### config.mk
export PLATFORM = sky130hd
export DESIGN_NAME = api_frame_assembler
export DESIGN_NICKNAME = d
export VERILOG_FILES = /design/src/hw/rtl/afa_pkg.sv /design/src/hw/rtl/afa_front.sv /design/src/hw/rtl/afa_cmd_queue.sv /design/src/hw/rtl/afa_back.sv /design/src/hw/rtl/api_frame_assembler.sv
export SDC_FILE = /design/constraint.sdc
export NUM_CORES = 1
export LEC_CHECK = 0
export BUFFER_PORTS_ARGS = -buffer_cell sky130_fd_sc_hd__clkbuf_2
export CORE_MARGIN = 5
export CORE_UTILIZATION = 50
export CTS_BUF_LIST = sky130_fd_sc_hd__clkbuf_8
export CTS_CLUSTER_SIZE = 16
export DETAILED_ROUTE_END_ITERATION = 12
export PLACE_DENSITY = 0.65
export SLEW_MARGIN = 15
export SYNTH_ARGS = -nofsm -noshare
export SYNTH_HDL_FRONTEND = slang
export SYNTH_SLANG_ARGS = --single-unit
### constraint.sdc
create_clock -name clk -period 13.2 [get_ports clk]
set_clock_uncertainty 0.2 [all_clocks]
set_input_delay 1.32 -clock clk [delete_from_list [all_inputs] [get_ports clk]]
set_output_delay 1.32 -clock clk [all_outputs]
set_load 0.1 [all_outputs]
### src/hw/rtl/afa_pkg.sv
// Types and constants shared by the frame assembler modules.
`timescale 1ns / 1ps
package afa_pkg;

  localparam logic [7:0] DELIM    = 8'h7E;
  localparam logic [7:0] TYPE_TX  = 8'h10;
  localparam logic [7:0] TYPE_LAT = 8'h08;
  localparam logic [7:0] TYPE_RAT = 8'h17;
  localparam logic [7:0] CKS_BASE = 8'hFF;
  localparam logic [7:0] ID_FIRST = 8'h01;
  localparam logic [7:0] ID_LAST  = 8'hFF;

  localparam logic [1:0] KIND_TX  = 2'd0;
  localparam logic [1:0] KIND_LAT = 2'd1;
  localparam logic [1:0] KIND_RAT = 2'd2;
  // Headers of this kind describe no frame and are ignored.
  localparam logic [1:0] KIND_NONE = 2'd3;

  // Bit of the options byte that marks an encrypted transmit.
  localparam int OPT_ENCRYPT = 1;

  localparam logic [9:0] LEN_TX  = 10'd14;
  localparam logic [9:0] LEN_LAT = 10'd4;
  localparam logic [9:0] LEN_RAT = 10'd15;

  // Steps of the header byte sequence.
  localparam logic [4:0] STEP_LAT_END = 5'd6;
  localparam logic [4:0] STEP_TX_END  = 5'd16;
  localparam logic [4:0] STEP_RAT_END = 5'd17;
  localparam logic [4:0] STEP_ADDR_LAST = 5'd12;

  localparam int QDEPTH = 4;
  localparam int QPTR_W = 2;

  typedef enum logic [1:0] {
    CMD_HDR  = 2'd0,
    CMD_DATA = 2'd1,
    CMD_ERR  = 2'd2
  } cmd_t;

  typedef struct packed {
    cmd_t        cmd;
    logic        close;     // a checksum follows this command
    logic [1:0]  kind;
    logic [7:0]  id;
    logic [7:0]  data;
    logic [63:0] dest_addr64;
    logic [15:0] dest_addr16;
    logic [7:0]  radius;
    logic [7:0]  tx_options;
    logic [7:0]  at_cmd_hi;
    logic [7:0]  at_cmd_lo;
    logic [8:0]  payload_len;
  } entry_t;

endpackage

### src/hw/rtl/afa_front.sv
// Front end: accepts items, tracks frame state and queues serializer commands.
`timescale 1ns / 1ps
module afa_front #(
  parameter int MAX_PAYLOAD = 256
) (
  input  logic                clk,
  input  logic                rst,
  input  logic                push,
  input  logic                q_full,
  input  logic                req_type,
  input  logic [1:0]          frame_kind,
  input  logic [63:0]         dest_addr64,
  input  logic [15:0]         dest_addr16,
  input  logic [7:0]          radius,
  input  logic [7:0]          tx_options,
  input  logic [7:0]          at_cmd_hi,
  input  logic [7:0]          at_cmd_lo,
  input  logic [8:0]          payload_len,
  input  logic [7:0]          data_byte,
  output logic                enq,
  output afa_pkg::entry_t     enq_entry
);

  localparam logic [16:0] LIMIT_PLAIN = 17'(MAX_PAYLOAD);
  localparam logic [16:0] LIMIT_ENC   = (MAX_PAYLOAD >= 4) ? 17'(MAX_PAYLOAD - 4) : 17'd0;

  logic [7:0] frame_id, frame_id_next;
  logic [8:0] bytes_left, bytes_left_next;
  logic       frame_open, frame_open_next;
  logic       dropping, dropping_next;

  logic       accept;
  logic [8:0] left_dec;
  logic [16:0] limit;
  logic       too_long;

  assign accept   = push && !q_full;
  assign left_dec = (bytes_left != 9'd0) ? bytes_left - 9'd1 : 9'd0;
  assign limit    = tx_options[afa_pkg::OPT_ENCRYPT] ? LIMIT_ENC : LIMIT_PLAIN;
  assign too_long = (frame_kind == afa_pkg::KIND_TX) && ({8'd0, payload_len} > limit);

  always_comb begin
    frame_id_next   = frame_id;
    bytes_left_next = bytes_left;
    frame_open_next = frame_open;
    dropping_next   = dropping;
    enq             = 1'b0;
    enq_entry.cmd         = afa_pkg::CMD_HDR;
    enq_entry.close       = 1'b0;
    enq_entry.kind        = frame_kind;
    enq_entry.id          = frame_id;
    enq_entry.data        = data_byte;
    enq_entry.dest_addr64 = dest_addr64;
    enq_entry.dest_addr16 = dest_addr16;
    enq_entry.radius      = radius;
    enq_entry.tx_options  = tx_options;
    enq_entry.at_cmd_hi   = at_cmd_hi;
    enq_entry.at_cmd_lo   = at_cmd_lo;
    enq_entry.payload_len = payload_len;
    if (accept) begin
      if (req_type) begin
        if (dropping) begin
          bytes_left_next = left_dec;
          if (left_dec == 9'd0) begin
            dropping_next = 1'b0;
          end
        end else if (frame_open) begin
          bytes_left_next = left_dec;
          enq             = 1'b1;
          enq_entry.cmd   = afa_pkg::CMD_DATA;
          enq_entry.close = (left_dec == 9'd0);
          if (left_dec == 9'd0) begin
            frame_open_next = 1'b0;
          end
        end
      end else if (frame_kind != afa_pkg::KIND_NONE) begin
        enq = 1'b1;
        if (too_long) begin
          // Rejected frame: its payload items are swallowed, no ID is used.
          enq_entry.cmd   = afa_pkg::CMD_ERR;
          dropping_next   = 1'b1;
          frame_open_next = 1'b0;
          bytes_left_next = payload_len;
        end else begin
          enq_entry.cmd   = afa_pkg::CMD_HDR;
          enq_entry.close = (payload_len == 9'd0);
          dropping_next   = 1'b0;
          frame_open_next = (payload_len != 9'd0);
          bytes_left_next = payload_len;
          frame_id_next   = (frame_id == afa_pkg::ID_LAST) ? afa_pkg::ID_FIRST
                                                           : frame_id + 8'd1;
        end
      end
    end
  end

  always_ff @(posedge clk) begin
    if (rst) begin
      frame_id   <= afa_pkg::ID_FIRST;
      bytes_left <= 9'd0;
      frame_open <= 1'b0;
      dropping   <= 1'b0;
    end else begin
      frame_id   <= frame_id_next;
      bytes_left <= bytes_left_next;
      frame_open <= frame_open_next;
      dropping   <= dropping_next;
    end
  end

endmodule

### src/hw/rtl/afa_cmd_queue.sv
// Short command queue between the front end and the serializer.
`timescale 1ns / 1ps
module afa_cmd_queue (
  input  logic            clk,
  input  logic            rst,
  input  logic            enq,
  input  afa_pkg::entry_t enq_entry,
  input  logic            deq,
  output logic            q_full,
  output logic            q_empty,
  output afa_pkg::entry_t head
);

  afa_pkg::entry_t mem [afa_pkg::QDEPTH];
  logic [afa_pkg::QPTR_W-1:0] wptr, rptr;
  logic [afa_pkg::QPTR_W:0]   count;
  logic do_enq, do_deq;

  assign q_full  = (count == (afa_pkg::QPTR_W+1)'(afa_pkg::QDEPTH));
  assign q_empty = (count == '0);
  assign head    = mem[rptr];
  assign do_enq  = enq && !q_full;
  assign do_deq  = deq && !q_empty;

  always_ff @(posedge clk) begin
    if (do_enq) begin
      mem[wptr] <= enq_entry;
    end
  end

  always_ff @(posedge clk) begin
    if (rst) begin
      wptr  <= '0;
      rptr  <= '0;
      count <= '0;
    end else begin
      if (do_enq) begin
        wptr <= wptr + 1'b1;
      end
      if (do_deq) begin
        rptr <= rptr + 1'b1;
      end
      if (do_enq && !do_deq) begin
        count <= count + 1'b1;
      end else if (do_deq && !do_enq) begin
        count <= count - 1'b1;
      end
    end
  end

endmodule

### src/hw/rtl/afa_back.sv
// Serializer: turns queued commands into frame bytes and appends the checksum.
`timescale 1ns / 1ps
module afa_back (
  input  logic            clk,
  input  logic            rst,
  input  logic            q_empty,
  input  afa_pkg::entry_t head,
  output logic            deq,
  input  logic            pop,
  output logic            empty,
  output logic [7:0]      out_byte,
  output logic            last,
  output logic            status
);

  afa_pkg::entry_t cur;
  logic       busy;
  logic       cks;
  logic [4:0] step;
  logic [7:0] sum;
  logic       out_valid;

  logic       out_ready, adv, at_hdr_end, at_end, done;
  logic [4:0] last_step;
  logic [9:0] len;
  logic [7:0] type_byte;
  logic [2:0] addr_sel;
  logic [63:0] addr_shift;
  logic [7:0] byte_val;
  logic       last_val, status_val;

  assign out_ready = !out_valid || pop;
  assign adv       = busy && out_ready;
  assign empty     = !out_valid;

  always_comb begin
    unique case (cur.kind)
      afa_pkg::KIND_TX: begin
        last_step = afa_pkg::STEP_TX_END;
        len       = afa_pkg::LEN_TX + {1'b0, cur.payload_len};
        type_byte = afa_pkg::TYPE_TX;
      end
      afa_pkg::KIND_LAT: begin
        last_step = afa_pkg::STEP_LAT_END;
        len       = afa_pkg::LEN_LAT + {1'b0, cur.payload_len};
        type_byte = afa_pkg::TYPE_LAT;
      end
      default: begin
        last_step = afa_pkg::STEP_RAT_END;
        len       = afa_pkg::LEN_RAT + {1'b0, cur.payload_len};
        type_byte = afa_pkg::TYPE_RAT;
      end
    endcase
  end

  // Address bytes go out most significant first on steps 5 through 12.
  assign addr_sel   = 3'(afa_pkg::STEP_ADDR_LAST - step);
  assign addr_shift = cur.dest_addr64 >> {addr_sel, 3'b000};

  always_comb begin
    byte_val   = 8'd0;
    last_val   = 1'b0;
    status_val = 1'b0;
    if (cks) begin
      byte_val = afa_pkg::CKS_BASE - sum;
      last_val = 1'b1;
    end else begin
      unique case (cur.cmd)
        afa_pkg::CMD_DATA: byte_val = cur.data;
        afa_pkg::CMD_ERR: begin
          last_val   = 1'b1;
          status_val = 1'b1;
        end
        default: begin
          case (step)
            5'd0: byte_val = afa_pkg::DELIM;
            5'd1: byte_val = 8'(len >> 8);
            5'd2: byte_val = len[7:0];
            5'd3: byte_val = type_byte;
            5'd4: byte_val = cur.id;
            default: begin
              if (cur.kind == afa_pkg::KIND_LAT) begin
                byte_val = (step == 5'd5) ? cur.at_cmd_hi : cur.at_cmd_lo;
              end else if (step <= afa_pkg::STEP_ADDR_LAST) begin
                byte_val = addr_shift[7:0];
              end else if (step == 5'd13) begin
                byte_val = cur.dest_addr16[15:8];
              end else if (step == 5'd14) begin
                byte_val = cur.dest_addr16[7:0];
              end else if (step == 5'd15) begin
                byte_val = (cur.kind == afa_pkg::KIND_TX) ? cur.radius : cur.tx_options;
              end else if (step == 5'd16) begin
                byte_val = (cur.kind == afa_pkg::KIND_TX) ? cur.tx_options : cur.at_cmd_hi;
              end else begin
                byte_val = cur.at_cmd_lo;
              end
            end
          endcase
        end
      endcase
    end
  end

  assign at_hdr_end = (cur.cmd != afa_pkg::CMD_HDR) || (step == last_step);
  assign at_end     = cks || (at_hdr_end && !cur.close);
  assign done       = adv && at_end;
  assign deq        = !q_empty && (!busy || done);

  always_ff @(posedge clk) begin
    if (deq) begin
      cur <= head;
    end
    if (adv) begin
      out_byte <= byte_val;
      last     <= last_val;
      status   <= status_val;
      if (!cks) begin
        if (cur.cmd == afa_pkg::CMD_DATA) begin
          sum <= sum + byte_val;
        end else if (cur.cmd == afa_pkg::CMD_HDR) begin
          // The checksum covers the bytes from the frame type on.
          if (step == 5'd3) begin
            sum <= byte_val;
          end else if (step > 5'd3) begin
            sum <= sum + byte_val;
          end
        end
      end
    end
  end

  always_ff @(posedge clk) begin
    if (rst) begin
      busy      <= 1'b0;
      cks       <= 1'b0;
      step      <= 5'd0;
      out_valid <= 1'b0;
    end else begin
      if (out_ready) begin
        out_valid <= busy;
      end
      if (deq) begin
        busy <= 1'b1;
        cks  <= 1'b0;
        step <= 5'd0;
      end else if (done) begin
        busy <= 1'b0;
        cks  <= 1'b0;
      end else if (adv) begin
        if (at_hdr_end) begin
          cks <= 1'b1;
        end else begin
          step <= step + 5'd1;
        end
      end
    end
  end

endmodule

### src/hw/rtl/api_frame_assembler.sv
// Top level of the API frame assembler.
`timescale 1ns / 1ps
// Builds radio API frames one byte per result item. A header item starts a transmit, local AT
// or remote AT frame; payload items follow and are passed through; a checksum byte with last
// set closes the frame. A transmit header whose payload exceeds MAX_PAYLOAD (four less with
// options bit 1) yields one item with status and last set, and its payload items are dropped.
// Every input item is accepted whenever the four-entry command queue has room. The
// serializer emits one byte per cycle when pop keeps up: a payload item yields one byte
// (and the checksum when it ends the frame), a header 7, 17 or 18 bytes plus the checksum of
// an empty frame, so the byte-wide output sets the sustained rate.
module api_frame_assembler #(
  parameter int MAX_PAYLOAD = 256
) (
  input  logic        clk,
  input  logic        rst,
  input  logic        push,
  output logic        full,
  input  logic        req_type,
  input  logic [1:0]  frame_kind,
  input  logic [63:0] dest_addr64,
  input  logic [15:0] dest_addr16,
  input  logic [7:0]  radius,
  input  logic [7:0]  tx_options,
  input  logic [7:0]  at_cmd_hi,
  input  logic [7:0]  at_cmd_lo,
  input  logic [8:0]  payload_len,
  input  logic [7:0]  data_byte,
  output logic        empty,
  input  logic        pop,
  output logic [7:0]  out_byte,
  output logic        last,
  output logic        status
);

  logic            enq, deq, q_empty;
  afa_pkg::entry_t enq_entry, head;

  afa_front #(.MAX_PAYLOAD(MAX_PAYLOAD)) u_front (
    .clk(clk), .rst(rst), .push(push), .q_full(full),
    .req_type(req_type), .frame_kind(frame_kind), .dest_addr64(dest_addr64),
    .dest_addr16(dest_addr16), .radius(radius), .tx_options(tx_options),
    .at_cmd_hi(at_cmd_hi), .at_cmd_lo(at_cmd_lo), .payload_len(payload_len),
    .data_byte(data_byte), .enq(enq), .enq_entry(enq_entry)
  );

  afa_cmd_queue u_queue (
    .clk(clk), .rst(rst), .enq(enq), .enq_entry(enq_entry), .deq(deq),
    .q_full(full), .q_empty(q_empty), .head(head)
  );

  afa_back u_back (
    .clk(clk), .rst(rst), .q_empty(q_empty), .head(head), .deq(deq),
    .pop(pop), .empty(empty), .out_byte(out_byte), .last(last), .status(status)
  );

endmodule

# Word level (Yosys, flattened, before mapping)

Memories as Yosys holds them, arrays and structs flattened. A register that Yosys moved wholly into a read port is not among the register bits.
Cells that the tools add are included.
Widths: inputs -> output; s select.

Bits in registers: 52
Latch bits: 0
Bits in writable memories: 568
ROM bits: 0
Input bits: 136
Output and inout bits: 12
Word-level logic and storage cells: 156
Memories kept: 1

$add $sub $neg: 13
Multiply operators: 0
Div/mod/pow operators: 0
$lt $le $gt $ge: 3
Equality and inequality tests: 18
Shift-type cells: 1
Muxes and demuxes: 55
Bitwise gates (word level): 5
Reductions and logical operators: 45

Memories:

| name        | depth | bits a word | rd ports | clocked after Yosys merged registers in | write ports | line                | text |
|---|---|---|---|---|---|---|---|
| u_queue.mem | 4     | 142         | 1        | 1                                       | 1           | afa_cmd_queue.sv:14 | `afa_pkg::entry_t mem [afa_pkg::QDEPTH];` |

Operators with widths:

| kind                 | count |
|---|---|
| $mux 8               | 15 |
| $shr 64x6->8         | 1 |
| $mux 9               | 6 |
| $pmux 8 s5           | 1 |
| $mux 1               | 21 |
| $add 4x9->10 const A | 2 |
| $pmux 10 s2          | 1 |
| $pmux 5 s2           | 2 |
| $logic_not 9->1      | 2 |
| $mux 3               | 6 |
| $reduce_bool 9->1    | 2 |
| $gt 9x17->1          | 1 |
| $pmux 8 s2           | 1 |
| $eq 5x4->1 const B   | 3 |
| $add 3x9->10 const A | 1 |
| $eq 5x2->1 const B   | 2 |
| $eq 5x3->1 const B   | 2 |
| $logic_and 1x1->1    | 10 |
| $reduce_bool 2->1    | 5 |
| $reduce_and 3->1     | 3 |
| $sub 9x1->9 const B  | 1 |
| $add 8x1->8 const B  | 1 |
| $add 8x8->8          | 1 |
| $eq 8x8->1 const B   | 1 |
| other kinds (28)     | 49 |

# Longest topological paths before layout

Depth after elaboration: 16
Gate-level depth with buffers: 21
Mapped depth without buffers: 17

# Modules after synthesis

A second synthesis with hierarchy kept.

Cell total of the unflattened synthesis: 1680
Area, all modules: 31262.5 µm²

By module, submodules not included:

| module        | times used | cells an instance | area each (µm²) | seq. area each (µm²) |
|---|---|---|---|---|
| afa_cmd_queue | 1          | 790               | 20927.6         | 17236.5 |
| afa_back      | 1          | 577               | 7948.9          | 4964.8 |
| afa_front     | 1          | 313               | 2386.0          | 380.4 |

# Worst setup path before layout

No wires, ideal clock.

Path type: input to register
Start point: in pop
End point: reg u_queue.count[2] in the netlist's numbering
Setup time: 70 ps
Data arrival time: 9204 ps
Data required time: 12930 ps
Slack: 3726 ps
Stages on the path: 11
Buffers on the path: 0
Cell sequence: nand2b_1 > nand2_1 > o21a_1 > nor2_1 > inv_1 > ha_1 > inv_1 > fa_1 > xor2_1 > or3_1 > a21oi_1

Word-level cells in the longest chain between the ends: 9
Elaborated cells on any way between the ends: 11
Those cells by class: mux (1); reduce/logical (10)

RTL lines:

| what                                               | line                      | text |
|---|---|---|
| start: declaration                                 | api_frame_assembler.sv:29 | `input logic pop,` |
| $logic_or 1x1->1 *                                 | afa_back.sv:32            | `assign out_ready = !out_valid \|\| pop;` |
| $logic_and 1x1->1 *                                | afa_back.sv:33            | `assign adv = busy && out_ready;` |
| $logic_and 1x1->1 *                                | afa_back.sv:106           | `assign done = adv && at_end;` |
| $logic_or 1x1->1 *                                 | afa_back.sv:107           | `assign deq = !q_empty && (!busy \|\| done);` |
| $logic_and 1x1->1 *                                | afa_back.sv:107           |  |
| named net deq                                      | api_frame_assembler.sv:35 | `logic enq, deq, q_empty;` |
| $logic_and 1x1->1 *                                | afa_cmd_queue.sv:23       | `assign do_deq = deq && !q_empty;` |
| $logic_not 1->1                                    | afa_cmd_queue.sv:43       | `if (do_enq && !do_deq) begin` |
| $logic_and 1x1->1                                  | afa_cmd_queue.sv:43       |  |
| $mux 3 / $reduce_bool 2->1 (equally long branches) | -                         |  |
| end signal: assignment                             | afa_cmd_queue.sv:44       | `count <= count + 1'b1;` |
| end signal: assignment                             | afa_cmd_queue.sv:46       | `count <= count - 1'b1;` |
| end: declaration                                   | afa_cmd_queue.sv:16       | `logic [afa_pkg::QPTR_W:0] count;` |

The timed path passes the listed nets; every way through them passes the cells marked *.
A chain may end at the register's enable or synchronous reset.

# Worst setup path after layout

Start point: reg u_back.step[1]
End point: reg u_back.sum[7], data pin

Word-level cells in the longest chain between the ends: 15
Elaborated cells on any way between the ends: 28
Those cells by class: add/sub (2); order compare (1); eq/ne (9); shift (1); mux (14); reduce/logical (1)

RTL lines:

| what                                                | line                             | text |
|---|---|---|
| start: declaration                                  | afa_back.sv:19                   | `logic [4:0] step;` |
| start signal: assignment                            | afa_back.sv:153                  | `step <= step + 5'd1;` |
| branches (longest 7 deep; another with $sub 3x3->3) | -                                |  |
| $pmux 8 s5 *                                        | afa_back.sv:75                   | `case (step)` |
| $pmux 8 s2 *                                        | afa_back.sv:68                   | `unique case (cur.cmd)` |
| $mux 8 *                                            | afa_back.sv:64                   | `if (cks) begin` |
| named net u_back.byte_val[1]                        | afa_back.sv:29                   | `logic [7:0] byte_val;` |
| $add 8x8->8 *                                       | afa_back.sv:119, afa_back.sv:125 |  |
| $mux 8                                              | afa_back.sv:124                  | `end else if (step > 5'd3) begin` |
| $mux 8                                              | afa_back.sv:122                  | `if (step == 5'd3) begin` |
| $mux 8                                              | afa_back.sv:120                  | `end else if (cur.cmd == afa_pkg::CMD_HDR) begin` |
| $mux 8 *                                            | afa_back.sv:118                  | `if (cur.cmd == afa_pkg::CMD_DATA) begin` |
| end signal: assignment                              | afa_back.sv:119                  | `sum <= sum + byte_val;` |
| end signal: assignment                              | afa_back.sv:123                  | `sum <= byte_val;` |
| end signal: assignment                              | afa_back.sv:125                  | `sum <= sum + byte_val;` |
| end: declaration                                    | afa_back.sv:20                   | `logic [7:0] sum;` |

Mark *: on every way through the listed nets, which the timed path passes. The select of a mux whose other input is x is not followed.

==> metrics.txt <==
post-synthesis area per instance approximately 20 µm²; crit-path max FO 11; max_cap viols 0; via density per instance 5.67; Placement Setup Slack 7.75 ns; H-Tree Depth 3; post-DR wirelength/cell between 20 and 25 µm; largest area contributor in the netlist edfxtp_1; top area cells in the synthesized netlist edfxtp_1, mux4_2, dfxtp_1; DRT Wirelength about 63000 µm; Area Growth Syn to Fin 12.7%; top cell type's share of synthesized area 72.8%; CTS Buf Count 117; Initial Utilization 50.7%; count leader, synth edfxtp_1; outcome complete, no violations; Hold WC Path Type register to register; core area just under 60000 µm²; final worst slack about 7.9 ns; Mapped Nets between 1.5k and 2k; endpoints failing setup 0; postcts setup bufs 0; PD cells approximately 210 nW/µm²; share of post-route cells with drive strength above 1 a little over a quarter; Setup CP Type register to register; post-synthesis sequential area ratio 75.0%; Final Util 57.2%; RSZ-0062 raised after global routing no; leakage 11.4 nW; row cnt 89; GRT overflow 0; fin crit share 40.3%; Finished Layout Cells between 2k and 3k; hpwl dp 39300 µm; r2r setup slk between 7 and 8 ns; number of port buffers ~150; 1st-iter DRT viols 1156; Worst EP required about 14 ns; CTS tree done; CP Capture Type register; Netlist cell types 76; DRC 0; Worst R2R Start u_back.step[1]; ys async rst share 0%; Clock Root Buffer clkbuf_8; Fill cells ~4.5k; latest clock arrival within the worst-skew pair 0.72 ns; M3 GR Usage 4.69%; global routing's busiest layer met2; Synth Warn # 0; Post-Place Cells 2412; relative slew slack 24.3%; Setup TNS Final 0 ns; Synth Instances between 1.5k and 2k; FMAX 188 MHz; Layout Nets about 1.9k; die area 65100 µm²; Fin. Hold Viols 0; gr usage total between 10% and 20%; cts repair resizes 0; Critical R2R Capture u_back.sum[7]; routability cong. 0.847; top cells by count, synth edfxtp_1, mux4_2, nor2_1, a21oi_1; vias in the first global route 15.5k; VDD IR max 0.119 mV; initial antenna violation count 9; Hold Path End u_back.out_valid; Total Power 0.00710 W; Post-CTS Hold Buffers 0; CTS clk-pin slew, worst paths 0.07 ns; 1st-pass router iterations 5; Seq cells post-synth 762; Detail Route Antenna Nets 0; largest net degree at the start of global routing 73; die width 255 µm; hold path depth 2; # IOs 148; Slew Viols, Final 0; Final min period around 5.3 ns; Post-synth EDFFs roughly 730; GR Util met2 32.3%; Max Root-Sink Buffers 3; first-pass GRT wire length 94600 µm; Vias 15.0k; min-delay src u_back.busy; Top FF cell, synth edfxtp_1; routing usage on met1 26.2%; Synth Cell Area 30000 µm²; Slew @ Worst Pin 1.12 ns; clock sink total 762; Critical Path AT 5.69 ns; crit start category register; die height 255 µm; reg2reg path depth 15
-- report_power, final --
| part | internal, W | leakage (nW) | switching [W] | total [W] |
|---|---|---|---|---|
| Sequential | 0.00319 | 6.97 | 0.000235 | 0.00343 |
| Combinational | 0.000776 | 3.08 | 0.00109 | 0.00186 |
| Clock | 0.000912 | 1.30 | 0.000894 | 0.00181 |
-- cell families after synthesis --
logic type,synth area share (%)
flip-flops,75.0
buffers and inverters,1.51
AO/OA/AOI/OAI,4.37
AND/OR/NAND/NOR,3.89
multiplexers,13.0
adder cells (fa/ha/maj),1.55
XOR/XNOR,0.675
-- per-stage QoR --
stage                     hold WS (ns)  cell area [µm²]
after floorplan                  0.249            30000
after global placement           0.276            31700
after detailed placement         0.284            31700
after CTS                        0.291            33900
after global routing             0.315            33900
final                            0.286            33900
-- final cells by class --
| class | count | area (µm²) | area share [%] |
|---|---|---|---|
| antenna | 6 | 15.0 | 0.0443 |
| multi-input combinational | 664 | 7080 | 20.9 |
| timing repair buffer | 168 | 893 | 2.64 |
| clock inverter | 102 | 547 | 1.61 |
| clock buffer | 120 | 1650 | 4.88 |
| inverter | 45 | 169 | 0.499 |
| tap | 773 | 967 | 2.86 |
| sequential | 762 | 22500 | 66.6 |
-- cells in the final DEF (no fill, tap or decap), types with 9 or more instances in the layout --
cell      netlist  routed
xnor2_1        11      11
a21oi_1        48      48
or3_1          14      14
clkbuf_2        0     147
ha_1           34      34
nand2_1        44      44
nand3_1        17      17
a211oi_1       12      11
o21ai_0        43      43
clkbuf_8        0     120
nor3_1         20      20
clkinv_2        0      15
nor2_1         54      53
mux2_2         10      10
buf_4           1      21
mux4_2        158     158
edfxtp_1      728     728
o211ai_1        9       9
clkinv_1        1      29
nor2b_1        11      11
mux2i_1        23      23
inv_1          44      92
dfxtp_1        34      32
o21a_1         11      11
xor2_1          9       9
-- critical path, cell delays in order (launching register included) --
cell and delay, ns:
dfxtp_1 0.39, inv_1 0.12, ha_1 0.44, nor4bb_2 1.05
mux2_2 0.44, a221oi_1 0.25, o21ai_0 0.16, and3_1 0.28
ha_1 0.32, a211oi_1 0.27, nor2_1 0.11, o31ai_1 0.27
a21oi_1 0.20, mux2_2 0.30, a22oi_1 0.18, and4b_1 0.19
-- flip-flops by register name, summed over array words and instances, names as in the netlist --
signal	count
u_back.busy	1
u_back.cks	1
u_back.cur	142
u_back.last	1
u_back.out_byte	8
u_back.out_valid	1
u_back.status	1
u_back.step	5
u_back.sum	8
u_front.bytes_left	9
u_front.dropping	1
u_front.frame_id	8
u_front.frame_open	1
u_queue.count	3
u_queue.mem	568
u_queue.rptr	2
u_queue.wptr	2
-- metal layers --
layer	share of wire, %	routed length, µm
met1	42	26100
met2	51	31700
met3	5.7	3570
met4	1.8	1100
met5	0.066	41
-- worst max-delay path by stage --
| stage | from | end | slack [ns] |
|---|---|---|---|
| 2_1_floorplan | pop | u_queue.count[2] | 3.73 |
| 3_3_place_gp | req_type | u_queue.mem[2][62] | 7.84 |
| 3_5_place_dp | req_type | u_queue.mem[2][57] | 7.75 |
| 4_1_cts | u_back.step[1] | u_back.sum[7] | 7.89 |
| 5_1_grt | u_back.step[1] | u_back.sum[7] | 7.48 |
| 6_report | u_back.step[1] | u_back.sum[7] | 7.87 |
Note: power is estimated with default switching activity, not from simulation.
